===== src/assert_macros.svh =====
// Assertion macros for the effective address unit RTL.
// No dependencies; included by the files that carry assertions.
`ifndef ASSERT_MACROS_SVH
`define ASSERT_MACROS_SVH
`ifndef SYNTH
// Clocked check, disabled while reset is asserted
`define EAU_ASSERT(label, clk, rst_n, prop) \
    label: assert property (@(posedge clk) disable iff (!rst_n) prop) \
        else $error("eau assertion failed");
// Clocked check that also runs during reset
`define EAU_ASSERT_ALWAYS(label, clk, prop) \
    label: assert property (@(posedge clk) prop) \
        else $error("eau assertion failed");
`else
`define EAU_ASSERT(label, clk, rst_n, prop)
`define EAU_ASSERT_ALWAYS(label, clk, prop)
`endif
`endif


===== src/eau_pkg.sv =====
// Package for the effective address unit: item types, codes, phases and
// small helper functions. No dependencies.
`default_nettype none

package eau_pkg;

    localparam int unsigned DATA_W  = 32;
    localparam int unsigned WORD_W  = 16;
    localparam int unsigned REG_CNT = 16;
    localparam int unsigned REG_AW  = $clog2(REG_CNT);

    // Item modes
    localparam logic [1:0] MODE_LOAD  = 2'd0;
    localparam logic [1:0] MODE_START = 2'd1;
    localparam logic [1:0] MODE_WORD  = 2'd2;
    localparam logic [1:0] MODE_DATA  = 2'd3;

    // Result kinds
    localparam logic [1:0] KIND_NEED    = 2'd0;
    localparam logic [1:0] KIND_READ    = 2'd1;
    localparam logic [1:0] KIND_READY   = 2'd2;
    localparam logic [1:0] KIND_INVALID = 2'd3;

    // EA mode field
    localparam logic [2:0] EA_AN_IND  = 3'd2;
    localparam logic [2:0] EA_POSTINC = 3'd3;
    localparam logic [2:0] EA_PREDEC  = 3'd4;
    localparam logic [2:0] EA_DISP    = 3'd5;
    localparam logic [2:0] EA_INDEX   = 3'd6;
    localparam logic [2:0] EA_EXTRA   = 3'd7;

    // EA register field under mode 7
    localparam logic [2:0] XR_ABS_W    = 3'd0;
    localparam logic [2:0] XR_ABS_L    = 3'd1;
    localparam logic [2:0] XR_PC_DISP  = 3'd2;
    localparam logic [2:0] XR_PC_INDEX = 3'd3;

    localparam logic [2:0] A7_REG = 3'd7;

    // Operand sizes
    localparam logic [1:0] SIZE_BYTE = 2'd0;
    localparam logic [1:0] SIZE_WORD = 2'd1;

    // Extension word fields
    localparam int unsigned EXT_FULL_BIT     = 8;
    localparam int unsigned EXT_IDX_LONG_BIT = 11;
    localparam int unsigned EXT_BS_BIT       = 7;
    localparam int unsigned EXT_IS_BIT       = 6;
    localparam int unsigned EXT_POST_BIT     = 2;

    // Base displacement size codes
    localparam logic [1:0] BD_WORD = 2'd2;
    localparam logic [1:0] BD_LONG = 2'd3;

    // Indirect / outer displacement selection codes
    localparam logic [1:0] IIS_NONE    = 2'd0;
    localparam logic [1:0] IIS_OD_NULL = 2'd1;
    localparam logic [1:0] IIS_OD_WORD = 2'd2;
    localparam logic [1:0] IIS_OD_LONG = 2'd3;

    typedef enum logic [3:0] {
        PH_IDLE,
        PH_DISP,
        PH_ABSW,
        PH_ABSL_HI,
        PH_ABSL_LO,
        PH_EXT,
        PH_BD_W,
        PH_BD_HI,
        PH_BD_LO,
        PH_OD_W,
        PH_OD_HI,
        PH_OD_LO,
        PH_WAIT
    } t_phase;

    typedef struct packed {
        logic [1:0]        mode;
        logic [REG_AW-1:0] load_index;
        logic [31:0]       load_value;
        logic [2:0]        ea_mode;
        logic [2:0]        ea_reg;
        logic [1:0]        size_code;
        logic [31:0]       pc_value;
        logic [15:0]       ext_word;
        logic [31:0]       indirect_data;
    } t_in_item;

    typedef struct packed {
        logic [1:0]  result_kind;
        logic [31:0] address;
        logic        writeback_valid;
        logic [2:0]  writeback_reg;
        logic [31:0] writeback_value;
    } t_out_item;

    // Register copy write request
    typedef struct packed {
        logic              en;
        logic [REG_AW-1:0] addr;
        logic [DATA_W-1:0] data;
    } t_reg_wr;

    function automatic logic [31:0] sx16(input logic [15:0] v);
        return {{16{v[15]}}, v};
    endfunction

    function automatic logic [31:0] sx8(input logic [7:0] v);
        return {{24{v[7]}}, v};
    endfunction

    // Index register, optionally sign extended from a word, suppressed, scaled
    function automatic logic [31:0] scaled_index(input logic [15:0] ext,
                                                 input logic [31:0] val,
                                                 input logic        full);
        logic [31:0] r;
        r = ext[EXT_IDX_LONG_BIT] ? val : sx16(val[15:0]);
        if (full && ext[EXT_IS_BIT]) begin
            r = '0;
        end
        return r << ext[10:9];
    endfunction

endpackage

`default_nettype wire


===== src/eau_chan_if.sv =====
// Valid/ready channel interface carrying one item of type T.
// No dependencies; the item type is given at instantiation.
`default_nettype none

interface eau_chan_if #(
    parameter type T = logic
) ();
    logic valid;
    logic ready;
    T     data;

    modport source (output valid, output data, input ready);
    modport sink   (input valid, input data, output ready);
endinterface

`default_nettype wire


===== src/eau_regfile.sv =====
// Register copy of D0-D7/A0-A7: one write port, one registered read port
// with write-first bypass and reset-cleared valid flags. Uses eau_pkg.
`default_nettype none

module eau_regfile (
    input  wire logic                          i_clk,
    input  wire logic                          i_rst_n,
    input  wire eau_pkg::t_reg_wr              i_wr,
    input  wire logic                          i_rd_en,
    input  wire logic [eau_pkg::REG_AW-1:0]    i_raddr,
    output logic      [eau_pkg::DATA_W-1:0]    o_rdata
);
    import eau_pkg::*;

    logic [DATA_W-1:0]  mem [REG_CNT];
    logic [REG_CNT-1:0] r_vld;
    logic [DATA_W-1:0]  r_rdata;

    // Storage write
    always_ff @(posedge i_clk) begin
        if (i_wr.en) begin
            mem[i_wr.addr] <= i_wr.data;
        end
    end

    // Entries read as zero until written after reset
    always_ff @(posedge i_clk) begin
        if (!i_rst_n) begin
            r_vld <= '0;
        end else if (i_wr.en) begin
            r_vld[i_wr.addr] <= 1'b1;
        end
    end

    // Registered read, a same-cycle write wins
    always_ff @(posedge i_clk) begin
        if (i_rd_en) begin
            if (i_wr.en && (i_wr.addr == i_raddr)) begin
                r_rdata <= i_wr.data;
            end else if (r_vld[i_raddr]) begin
                r_rdata <= mem[i_raddr];
            end else begin
                r_rdata <= '0;
            end
        end
    end

    assign o_rdata = r_rdata;

endmodule

`default_nettype wire


===== src/effective_address_unit.sv =====
// Effective address unit top level: request sequencing, address arithmetic,
// result register. Uses eau_pkg, eau_chan_if, eau_regfile, assert_macros.svh.
//
// Usage:
//   i_in carries register loads, address requests, extension words and
//   indirect read data; o_out carries at most one result per item (need word,
//   indirect read request, address ready or invalid mode, with any An
//   write-back). Both are valid/ready channels; an item moves when valid and
//   ready are both high at a rising edge.
//   An accepted item is held in the input register; its result is loaded into
//   the output register when that one is empty or being taken, and is offered
//   on o_out from then on. One item per cycle is sustained while the receiver
//   takes results; the figure is set by the single calculation stage between
//   input and result register, whose register operand comes from the copy's
//   one registered read port. Loads and items with no result pass this stage.
//   Reset (synchronous, active low) empties both registers, returns the
//   request sequencer to idle and makes all sixteen register copies read as
//   zero at once; no clearing pass follows.
//   When the receiver stalls, the result waits in the output register and
//   the next item waits in the input register; i_in.ready drops only when
//   both are full and o_out is not taken.
`include "assert_macros.svh"
`default_nettype none

module effective_address_unit (
    input  wire logic  i_clk,
    input  wire logic  i_rst_n,
    eau_chan_if.sink   i_in,
    eau_chan_if.source o_out
);
    import eau_pkg::*;

    // Pipeline registers
    logic      r_in_valid;
    t_in_item  r_in;
    logic      r_out_valid;
    t_out_item r_out;

    // Request state
    t_phase      r_phase, n_phase;
    logic [15:0] r_ext, n_ext;
    logic [31:0] r_bd, n_bd;
    logic [31:0] r_od, n_od;
    logic [15:0] r_hi, n_hi;
    logic [31:0] r_base, n_base;

    logic              accept;
    logic              advance;
    logic              has_res;
    t_out_item         res;
    t_reg_wr           wr;
    logic [REG_AW-1:0] raddr;
    logic [DATA_W-1:0] rd_data;

    logic [15:0] e_cur;
    logic [31:0] idx_full;
    logic [31:0] base_full;
    logic [31:0] bd_cur;
    logic [31:0] step;
    logic [31:0] an_new;
    logic        do_bd;
    logic        do_od;

    // Handshake
    assign advance     = r_in_valid && (!r_out_valid || o_out.ready);
    assign i_in.ready  = !r_in_valid || advance;
    assign accept      = i_in.valid && i_in.ready;
    assign o_out.valid = r_out_valid;
    assign o_out.data  = r_out;

    // Register copy
    eau_regfile u_regfile (
        .i_clk   (i_clk),
        .i_rst_n (i_rst_n),
        .i_wr    (wr),
        .i_rd_en (accept),
        .i_raddr (raddr),
        .o_rdata (rd_data)
    );

    // Read address for the incoming item, from the state it will see
    always_comb begin
        unique case (i_in.data.mode)
            MODE_START: raddr = {1'b1, i_in.data.ea_reg};
            MODE_WORD:  raddr = (n_phase == PH_EXT) ? i_in.data.ext_word[15:12]
                                                    : n_ext[15:12];
            default:    raddr = n_ext[15:12];
        endcase
    end

    // Step size for (An)+ and -(An)
    always_comb begin
        case (r_in.size_code)
            SIZE_BYTE: step = (r_in.ea_reg == A7_REG) ? 32'd2 : 32'd1;
            SIZE_WORD: step = 32'd2;
            default:   step = 32'd4;
        endcase
    end

    // Calculation stage
    always_comb begin
        n_phase = r_phase;
        n_ext   = r_ext;
        n_bd    = r_bd;
        n_od    = r_od;
        n_hi    = r_hi;
        n_base  = r_base;
        res     = '0;
        has_res = 1'b0;
        wr      = '0;
        do_bd   = 1'b0;
        do_od   = 1'b0;
        bd_cur  = r_bd;
        an_new  = '0;

        e_cur     = ((r_in.mode == MODE_WORD) && (r_phase == PH_EXT)) ? r_in.ext_word
                                                                      : r_ext;
        idx_full  = scaled_index(e_cur, rd_data, 1'b1);
        base_full = e_cur[EXT_BS_BIT] ? '0 : r_base;

        if (advance) begin
            unique case (r_in.mode)
                MODE_LOAD: begin
                    wr.en   = 1'b1;
                    wr.addr = r_in.load_index;
                    wr.data = r_in.load_value;
                end
                MODE_START: begin
                    has_res = 1'b1;
                    n_bd    = '0;
                    n_od    = '0;
                    n_hi    = '0;
                    n_ext   = '0;
                    n_phase = PH_IDLE;
                    res.result_kind = KIND_NEED;
                    case (r_in.ea_mode)
                        EA_AN_IND: begin
                            res.result_kind = KIND_READY;
                            res.address     = rd_data;
                        end
                        EA_POSTINC: begin
                            an_new = rd_data + step;
                            res.result_kind     = KIND_READY;
                            res.address         = rd_data;
                            res.writeback_valid = 1'b1;
                            res.writeback_reg   = r_in.ea_reg;
                            res.writeback_value = an_new;
                            wr = '{en: 1'b1, addr: {1'b1, r_in.ea_reg}, data: an_new};
                        end
                        EA_PREDEC: begin
                            an_new = rd_data - step;
                            res.result_kind     = KIND_READY;
                            res.address         = an_new;
                            res.writeback_valid = 1'b1;
                            res.writeback_reg   = r_in.ea_reg;
                            res.writeback_value = an_new;
                            wr = '{en: 1'b1, addr: {1'b1, r_in.ea_reg}, data: an_new};
                        end
                        EA_DISP: begin
                            n_base  = rd_data;
                            n_phase = PH_DISP;
                        end
                        EA_INDEX: begin
                            n_base  = rd_data;
                            n_phase = PH_EXT;
                        end
                        EA_EXTRA: begin
                            n_base = r_in.pc_value;
                            case (r_in.ea_reg)
                                XR_ABS_W:    n_phase = PH_ABSW;
                                XR_ABS_L:    n_phase = PH_ABSL_HI;
                                XR_PC_DISP:  n_phase = PH_DISP;
                                XR_PC_INDEX: n_phase = PH_EXT;
                                default:     res.result_kind = KIND_INVALID;
                            endcase
                        end
                        default: res.result_kind = KIND_INVALID;
                    endcase
                end
                MODE_WORD: begin
                    unique case (r_phase)
                        PH_DISP: begin
                            has_res = 1'b1;
                            n_phase = PH_IDLE;
                            res.result_kind = KIND_READY;
                            res.address     = r_base + sx16(r_in.ext_word);
                        end
                        PH_ABSW: begin
                            has_res = 1'b1;
                            n_phase = PH_IDLE;
                            res.result_kind = KIND_READY;
                            res.address     = sx16(r_in.ext_word);
                        end
                        PH_ABSL_HI: begin
                            has_res = 1'b1;
                            n_hi    = r_in.ext_word;
                            n_phase = PH_ABSL_LO;
                            res.result_kind = KIND_NEED;
                        end
                        PH_ABSL_LO: begin
                            has_res = 1'b1;
                            n_phase = PH_IDLE;
                            res.result_kind = KIND_READY;
                            res.address     = {r_hi, r_in.ext_word};
                        end
                        PH_EXT: begin
                            has_res = 1'b1;
                            n_ext   = r_in.ext_word;
                            if (!r_in.ext_word[EXT_FULL_BIT]) begin
                                // brief format
                                n_phase = PH_IDLE;
                                res.result_kind = KIND_READY;
                                res.address = r_base
                                    + scaled_index(r_in.ext_word, rd_data, 1'b0)
                                    + sx8(r_in.ext_word[7:0]);
                            end else begin
                                n_bd = '0;
                                case (r_in.ext_word[5:4])
                                    BD_WORD: begin
                                        n_phase = PH_BD_W;
                                        res.result_kind = KIND_NEED;
                                    end
                                    BD_LONG: begin
                                        n_phase = PH_BD_HI;
                                        res.result_kind = KIND_NEED;
                                    end
                                    default: begin
                                        bd_cur = '0;
                                        do_bd  = 1'b1;
                                    end
                                endcase
                            end
                        end
                        PH_BD_W: begin
                            has_res = 1'b1;
                            bd_cur  = sx16(r_in.ext_word);
                            do_bd   = 1'b1;
                        end
                        PH_BD_HI: begin
                            has_res = 1'b1;
                            n_hi    = r_in.ext_word;
                            n_phase = PH_BD_LO;
                            res.result_kind = KIND_NEED;
                        end
                        PH_BD_LO: begin
                            has_res = 1'b1;
                            bd_cur  = {r_hi, r_in.ext_word};
                            do_bd   = 1'b1;
                        end
                        PH_OD_W: begin
                            has_res = 1'b1;
                            n_od    = sx16(r_in.ext_word);
                            do_od   = 1'b1;
                        end
                        PH_OD_HI: begin
                            has_res = 1'b1;
                            n_hi    = r_in.ext_word;
                            n_phase = PH_OD_LO;
                            res.result_kind = KIND_NEED;
                        end
                        PH_OD_LO: begin
                            has_res = 1'b1;
                            n_od    = {r_hi, r_in.ext_word};
                            do_od   = 1'b1;
                        end
                        default: ;  // word not awaited
                    endcase
                end
                default: begin
                    // indirect longword arrives
                    if (r_phase == PH_WAIT) begin
                        has_res = 1'b1;
                        n_phase = PH_IDLE;
                        res.result_kind = KIND_READY;
                        res.address = r_in.indirect_data + r_od
                            + (r_ext[EXT_POST_BIT] ? idx_full : 32'd0);
                    end
                end
            endcase

            // Base displacement complete: choose indirection
            if (do_bd) begin
                n_bd = bd_cur;
                case (e_cur[1:0])
                    IIS_NONE: begin
                        n_phase = PH_IDLE;
                        res.result_kind = KIND_READY;
                        res.address     = base_full + idx_full + bd_cur;
                    end
                    IIS_OD_NULL: begin
                        n_od  = '0;
                        do_od = 1'b1;
                    end
                    IIS_OD_WORD: begin
                        n_phase = PH_OD_W;
                        res.result_kind = KIND_NEED;
                    end
                    default: begin
                        n_phase = PH_OD_HI;
                        res.result_kind = KIND_NEED;
                    end
                endcase
            end

            // Outer displacement known: request the indirect longword
            if (do_od) begin
                n_phase = PH_WAIT;
                res.result_kind = KIND_READ;
                res.address = base_full + bd_cur
                    + (e_cur[EXT_POST_BIT] ? 32'd0 : idx_full);
            end
        end
    end

    // Input register
    always_ff @(posedge i_clk) begin
        if (!i_rst_n) begin
            r_in_valid <= 1'b0;
        end else if (accept) begin
            r_in_valid <= 1'b1;
        end else if (advance) begin
            r_in_valid <= 1'b0;
        end
    end

    always_ff @(posedge i_clk) begin
        if (accept) begin
            r_in <= i_in.data;
        end
    end

    // Result register
    always_ff @(posedge i_clk) begin
        if (!i_rst_n) begin
            r_out_valid <= 1'b0;
        end else if (advance && has_res) begin
            r_out_valid <= 1'b1;
        end else if (o_out.ready) begin
            r_out_valid <= 1'b0;
        end
    end

    always_ff @(posedge i_clk) begin
        if (advance && has_res) begin
            r_out <= res;
        end
    end

    // Request state
    always_ff @(posedge i_clk) begin
        if (!i_rst_n) begin
            r_phase <= PH_IDLE;
            r_ext   <= '0;
            r_bd    <= '0;
            r_od    <= '0;
            r_hi    <= '0;
            r_base  <= '0;
        end else begin
            r_phase <= n_phase;
            r_ext   <= n_ext;
            r_bd    <= n_bd;
            r_od    <= n_od;
            r_hi    <= n_hi;
            r_base  <= n_base;
        end
    end

    // Checks
    `EAU_ASSERT_ALWAYS(a_reset_idle, i_clk, !i_rst_n |=> !r_out_valid && !r_in_valid && r_phase == PH_IDLE)
    `EAU_ASSERT(a_read_waits, i_clk, i_rst_n, advance && has_res && res.result_kind == KIND_READ |=> r_phase == PH_WAIT)
    `EAU_ASSERT(a_wb_ready, i_clk, i_rst_n, r_out_valid && r_out.writeback_valid |-> r_out.result_kind == KIND_READY)
    `EAU_ASSERT(a_need_zero, i_clk, i_rst_n, r_out_valid && (r_out.result_kind == KIND_NEED || r_out.result_kind == KIND_INVALID) |-> r_out.address == 32'd0 && !r_out.writeback_valid)
    `EAU_ASSERT(a_in_hold, i_clk, i_rst_n, r_in_valid && !advance |=> r_in_valid)

endmodule

`default_nettype wire


===== src/flat_wrapper.sv =====
// flat-port wrapper written by rule: the top's interface ports become plain ports
module effective_address_unit_flat import eau_pkg::*;
  (i_clk, i_rst_n, i_in_valid, i_in_data, i_in_ready, o_out_valid, o_out_data, o_out_ready);
  eau_chan_if #(.T(t_in_item)) i_in_i ();
  eau_chan_if #(.T(t_out_item)) o_out_i ();
  input  wire logic i_clk;
  input  wire logic i_rst_n;
  input wire logic [$bits(i_in_i.valid)-1:0] i_in_valid;
  input wire logic [$bits(i_in_i.data)-1:0] i_in_data;
  output wire logic [$bits(i_in_i.ready)-1:0] i_in_ready;
  output wire logic [$bits(o_out_i.valid)-1:0] o_out_valid;
  output wire logic [$bits(o_out_i.data)-1:0] o_out_data;
  input wire logic [$bits(o_out_i.ready)-1:0] o_out_ready;
  assign i_in_i.valid = i_in_valid;
  assign i_in_i.data = i_in_data;
  assign i_in_ready = i_in_i.ready;
  assign o_out_valid = o_out_i.valid;
  assign o_out_data = o_out_i.data;
  assign o_out_i.ready = o_out_ready;
  effective_address_unit u_core (.i_clk(i_clk), .i_rst_n(i_rst_n), .i_in(i_in_i), .o_out(o_out_i));
endmodule

===== config.mk =====
export PLATFORM = sky130hd
export DESIGN_NAME = effective_address_unit_flat
export DESIGN_NICKNAME = d
export VERILOG_FILES = /design/src/eau_pkg.sv /design/src/eau_chan_if.sv /design/src/eau_regfile.sv /design/src/effective_address_unit.sv /design/src/flat_wrapper.sv
export VERILOG_INCLUDE_DIRS = /design/src /design/src/src
export SDC_FILE = /design/constraint.sdc
export NUM_CORES = 2
export LEC_CHECK = 0
export BUFFER_PORTS_ARGS = -buffer_cell sky130_fd_sc_hd__buf_2
export CAP_MARGIN = 10
export CORE_MARGIN = 3
export CORE_UTILIZATION = 63
export CTS_CLUSTER_DIAMETER = 100
export DETAILED_ROUTE_END_ITERATION = 8
export PLACE_DENSITY_LB_ADDON = 0.1
export SLEW_MARGIN = 30
export SYNTH_ARGS = -nofsm -noshare
export SYNTH_HDL_FRONTEND = slang
export SYNTH_SLANG_ARGS = --single-unit

===== constraint.sdc =====
create_clock -name i_clk -period 7.51 [get_ports i_clk]
set_input_delay 1.8775 -clock i_clk [delete_from_list [all_inputs] [get_ports i_clk]]
set_output_delay 1.8775 -clock i_clk [all_outputs]
set_load 0.01 [all_outputs]

* After elaboration in Yosys (flattened, before gate mapping)
Memory sizes are Yosys's and may differ from the RTL's.
Cells that the tools add are included.
** Cells by class
- Order comparisons :: 3
- Bitwise logic cells :: 2
- Reduce and logical (&&, ||, !) cells :: 35
- Multiplexer cells :: 84
- Shifts and indexed selects :: 2
- Add/subtract/negate cells :: 11
- Eq/ne operators :: 37
** Operators by type and width (number)
- $mux 32 :: 19
- $pmux 32 s2 :: 6
- $add 32x32->32 :: 10
- $pmux 37 s2 :: 2
- $pmux 32 s4 :: 1
- $pmux 34 s3 :: 1
- $pmux 32 s3 :: 1
- $pmux 36 s2 :: 1
- $mux 34 :: 2
- $pmux 16 s2 :: 2
- $shl 32x2->32 :: 2
- $mux 16 :: 3
- $mux 37 :: 1
- $pmux 4 s3 :: 3
- $mux 33 :: 1
- $sub 32x32->32 :: 1
- $mux 4 :: 6
- $eq 4x3->1 const B :: 5
- $eq 4x4->1 const B :: 5
- $mux 1 :: 20
- $pmux 4 s5 :: 1
- $or 16x16->16 :: 1
- $pmux 4 s2 :: 2
- $eq 3x3->1 const B :: 5
- 36 further kinds :: 73
** Storage, ports and cells
- Input port bits :: 130
- Logic and storage cells :: 201
- Memories kept :: 1
- Output and inout port bits :: 72
- Register bits :: 378
- Memory bits (writable) :: 512
** Memories
- u_core.u_regfile.mem :: words 16, width 32, read ports 1, clocked after Yosys merged registers in 0, write ports 1, line eau_regfile.sv:15 : logic [DATA_W-1:0] mem [REG_CNT];

* Logic depth before layout (Yosys ltp)
- Word-level depth :: 18
- Depth in mapped cells :: 28
- Gate-level depth less buffers :: 25

* Modules after synthesis
A second synthesis with hierarchy kept.
** Second synthesis, totals
- Cell total of the unflattened synthesis :: 4388
- Area total of the unflattened synthesis :: 50739.9 um^2
** Modules (own cells, without submodules)
- effective_address_unit :: cells each 3419, times used 1, sequential area each 8488.1 um^2, area each 29340.6 um^2
- eau_regfile :: cells each 969, times used 1, sequential area each 16656.0 um^2, area each 21399.3 um^2

* Worst setup path after synthesis
No wires, ideal clock.
- Path kind :: register to register
- Start point :: register u_core.r_in[124] in the netlist's numbering
- End point :: register u_core.r_out, in the netlist u_core.o_out.data[67] (data pin)
- Buffers on the path :: 3
- Arrival :: 6.326 ns
- Setup slack :: 0.918 ns
- Period minus slack after synthesis :: 6.592 ns
- Stages on the path, launching flop included :: 27
- Required time :: 7.244 ns
- Cells stage by stage :: edfxtp_1 -> inv_1 -> ha_1 -> buf_2 -> nand2_4 -> mux2i_2 -> clkbuf_1 -> buf_1 -> nor2_1 -> a21oi_1 -> nor2_1 -> fa_1 -> ha_1 -> inv_1 -> fa_1 -> nand2b_1 -> a21oi_1 -> o21ai_0 -> a311o_1 -> a31oi_1 -> a21oi_1 -> a2111oi_0 -> o21a_1 -> nor3_1 -> or4_1 -> nand2_1 -> o32ai_1
** Between the ends
- Cells in the longest elaborated chain, start to end :: 13
- Elaborated cells between the ends (all ways) :: 31
- Classes of those cells :: add/sub (5); eq/ne (3); shift (1); mux (19); reduce/logical (3)
** RTL lines
- start, declared :: line effective_address_unit.sv:35 : t_in_item r_in;
- start signal, assigned :: line effective_address_unit.sv:328 : r_in <= i_in.data;
- branches (longest 12 deep; another with $add 32x32->32)
- $mux 33 (*) :: line effective_address_unit.sv:306 : if (do_od) begin
- end signal, assigned :: line effective_address_unit.sv:345 : r_out <= res;
- end, declared :: line effective_address_unit.sv:37 : t_out_item r_out;
Mark *: on every way between the ends. The select of a mux whose other input is x is not followed.
A chain may end at the register's enable or synchronous reset.

* Final worst setup path
- Start point :: register u_core.r_phase[2]
- End point :: register u_core.r_out, in the netlist u_core.o_out.data[67] (data pin)
** Between the ends
- Cells in the longest elaborated chain, start to end :: 13
- Elaborated cells between the ends (all ways) :: 43
- Classes of those cells :: add/sub (5); eq/ne (10); shift (1); mux (23); reduce/logical (4)
** RTL lines
- start, declared :: line effective_address_unit.sv:40 : t_phase r_phase, n_phase;
- start signal, assigned :: line effective_address_unit.sv:359 : r_phase <= n_phase;
- branches (longest 12 deep; another with $add 32x32->32)
- $mux 33 (*) :: line effective_address_unit.sv:306
Marked as above.

==> results by group <==
Placed design
  • Pre-CTS WS: 0.7127 ns
  • PortBufs: 201
  • Hpwl dp: 113,700 um
  • DP Cell Count: 5,820
  • GP Congestion: 1.040

CTS
  • Number of hold buffers added after CTS: 0
  • Clk buf depth: 3
  • Clock latency on the worst-skew pair: 0.69 ns
  • Clk pin slew, worst setup/hold paths: 0.06 ns
  • CTS tree: built
  • TritonCTS Sinks: 886
  • Cts bufs inserted: 94
  • Clock root buffer: clkbuf_16
  • H-tree levels: 3

STA
  • Clock Skews: 0.03961 ns
  • Worst-Margin Slew: 0.9406 ns
  • Final period util: 92.51%
  • Final WS setup: 0.5624 ns
  • Final-report hold violation count: 0
  • Post-layout min period: 6.948 ns
  • Slew Limit Headroom: 36.91%
  • Setup TNS: 0 ns
  • Unrepaired setup endpoints after global routing: false
  • Max-slew violation count: 0
  • Final setup viols: 0
  • Maximum operating frequency: 143.9 MHz

Critical path
  • Worst Path Arrival: 7.32 ns
  • Data required, critical path: 7.88 ns
  • CP Capture Type: flip-flop
  • Largest fanout on the critical path: 24
  • Critical Path Source Type: flip-flop
  • Critical Setup Path Class: reg -> reg

Detailed routing
  • Post-route DRC violation count: 0
  • Routed Antenna Nets: 0
  • Vias: 40,320
  • Via-per-instance ratio: 6.721
  • Drt wl/cell: 27.42 um
  • DRT Wirelength: 164,500 um
  • Drt initial violations: 4,879
  • DR pass1 iterations: 6

Logic synthesis
  • Post-Syn Area: 0.05132 sq mm
  • Most common flop cell mapped by yosys: edfxtp_1
  • Syn_nets: 5,159
  • Syn avg cell area: 10.84 sq um
  • Number of synthesized register bits: 886
  • Synth unique cells: 107
  • Seq/Total Area, Yosys: 49.00%
  • Yosys warning count: 0
  • Number of synthesized flops with an enable pin: 740
  • Synth Instances: 4,735
  • Ys async rst share: 0%

Global route
  • Initial antenna violation count: 3
  • All-Layer GR Usage: 37.87%
  • Most used routing layer: met2
  • GRT met1 Usage: 50.59%
  • GR Overflow Total: 0
  • Met3 Usage GRT: 8.019%
  • Vias in the first global route: 39,030
  • Largest net degree at the start of global routing: 93
  • Met2 Use GR: 59.75%
  • First-pass GRT wire length: 242,600 um

Power
  • Pleak: 22.27 nW
  • Max IR drop VDD: 0.0002435 V
  • Total Power: 11.53 mW
  • Power per cell area: 202.7 mW/mm^2

Floorplan
  • Die Height: 291.4 um
  • Num rows: 104
  • Core area: 0.08055 sq mm
  • # IOs: 202
  • Initial Util: 63.71%
  • Die area: 0.08492 sq mm
  • Die W: 291.4 um

Flow run
  • Max Cap Viol: 0

Final layout
  • Share of post-route cells with drive strength above 1: 12.33%
  • Core Util, Final: 70.63%
  • Area Growth Syn to Fin: 10.87%
  • Finished Layout Cells: 5,999
  • Nets: 5,281

Outcome
  • Status: complete, no violations

Worst hold path
  • Worst Hold Class: reg -> reg
[registers in the layout, indices dropped and copies added, names as in the netlist, 12 cells and up]
name / cells
u_core.u_regfile.mem: 512
u_core.r_in: 126
u_core.o_out.data: 70
u_core.r_base: 32
u_core.r_bd: 32
u_core.r_od: 32
u_core.u_regfile.o_rdata: 32
u_core.r_hi: 16
u_core.u_regfile.r_vld: 16
u_core.r_ext: 12
[logic make-up (layout without fill, tap and decap cells)]
family          after synthesis  after routing  synth area share [%]
compound gates             1449           1449                 18.98
simple gates               1154           1154                 10.28
flops                       886            886                 49.00
buf+inv                     529            732                 4.328
fa+ha+maj                   294            294                 9.085
mux                         277            277                 5.832
xor+xnor                    146            146                 2.492
other cells                   0              1                     0
[path summary, 6_finish.rpt]
| path | cells after the start | slack [ns] | to | startpoint |
|---|---|---|---|---|
| hold / removal | 2 | 0.45 | u_core.r_bd[28]$_SDFFE_PN0P_ | u_core.r_bd[28]$_SDFFE_PN0P_ |
| setup / recovery | 22 | 0.56 | u_core.o_out.data[67]$_SDFFCE_PN0P_ | u_core.r_phase[2]$_SDFF_PN0_ |
| setup reg to reg | 22 | 0.56 | u_core.o_out.data[67]$_SDFFCE_PN0P_ | u_core.r_phase[2]$_SDFF_PN0_ |
| hold reg to reg | 2 | 0.45 | u_core.r_bd[28]$_SDFFE_PN0P_ | u_core.r_bd[28]$_SDFFE_PN0P_ |
[area by class of cell]
type / count / area, sq um
tap: 1060 / 1326
fill: 5904 / 23650
multi-input combinational: 3320 / 24210
clock inverter: 62 / 705.7
sequential: 886 / 25140
antenna: 1 / 2.502
inverter: 230 / 864.6
clock buffer: 115 / 2524
timing repair buffer: 325 / 2120
[per-stage QoR]
step,hold WS (ns),instance area [sq um]
2_1_floorplan,0.4360,51320
3_3_place_gp,0.4418,53600
3_5_place_dp,0.4462,53630
4_1_cts,0.4542,56860
5_1_grt,0.4671,56890
6_report,0.4539,56890
[per-layer routing]
metal,vias up,wire length [um]
li1,17890,-
met4,2,7921
met2,2353,75820
met1,19670,63250
met5,-,14
met3,410,17520
[synth_stat cells (28+ instances only)]
| library cell | count | area share [%] |
|---|---|---|
| inv_1 | 227 | 1.7 |
| nor3_1 | 76 | 0.74 |
| mux2i_1 | 232 | 4.5 |
| o21a_1 | 28 | 0.41 |
| a211oi_1 | 190 | 2.8 |
| nand3_1 | 86 | 0.84 |
| dfxtp_1 | 146 | 5.7 |
| ha_1 | 163 | 4.0 |
| nor2b_1 | 33 | 0.40 |
| nand2b_1 | 33 | 0.40 |
| o21ai_0 | 133 | 1.3 |
| a21o_1 | 250 | 3.7 |
| o22ai_1 | 35 | 0.43 |
| a22o_1 | 29 | 0.49 |
| mux2_2 | 28 | 0.61 |
| xnor2_1 | 89 | 1.5 |
| buf_2 | 59 | 0.58 |
| fa_1 | 131 | 5.1 |
| nand2_1 | 425 | 3.1 |
| nor2_1 | 337 | 2.5 |
| a21oi_1 | 458 | 4.5 |
| a31oi_1 | 38 | 0.46 |
| xor2_1 | 57 | 0.97 |
| edfxtp_1 | 740 | 43 |
| clkbuf_1 | 194 | 1.4 |
[cells in the final DEF, fill, tap and decap left out, types with 28 or more instances in the layout]
| cell type | n |
|---|---|
| mux2_2 | 28 |
| buf_2 | 201 |
| o22ai_1 | 35 |
| a21o_1 | 250 |
| a211oi_1 | 189 |
| fa_1 | 131 |
| nand2_1 | 424 |
| a21oi_1 | 455 |
| mux2i_1 | 231 |
| ha_1 | 162 |
| a31oi_1 | 38 |
| xnor2_1 | 89 |
| inv_1 | 227 |
| buf_4 | 110 |
| xor2_1 | 57 |
| nor2b_1 | 33 |
| o21a_1 | 28 |
| nor2_1 | 317 |
| a22o_1 | 29 |
| nor3_1 | 74 |
| nand2b_1 | 33 |
| clkbuf_16 | 96 |
| nand3_1 | 85 |
| o21ai_0 | 133 |
| dfxtp_1 | 146 |
| edfxtp_1 | 740 |
[power breakdown]
part	leakage (nW)	internal [mW]	switching (mW)
clock	1.56	2.80	2.05
combinational	12.5	0.438	0.769
sequential	8.19	5.37	0.108
total	22.3	8.60	2.93
[what timing repair did]
action                     CTS  global route
setup buffers                0             0
gates resized for setup      0             1
setup endpoints to repair    0             1
[critical path, stage by stage, from the launching register on]
cell	delay, ns
dfxtp_1	0.70
and4bb_2	0.54
nand2_4	0.18
mux2_2	0.63
nor3_1	0.11
o21a_1	0.28
and2_1	0.20
fa_1	0.50
inv_1	0.06
fa_1	0.40
nor2b_1	0.14
o21a_1	0.14
o21ai_0	0.14
a211oi_1	0.59
o21ai_0	0.20
buf_4	0.20
o211ai_1	0.27
a21o_1	0.25
nor3_1	0.07
o31ai_1	0.33
mux2i_1	0.12
a211oi_1	0.41
o32ai_1	0.15
No activity file was read; power rests on OpenSTA's default activity.
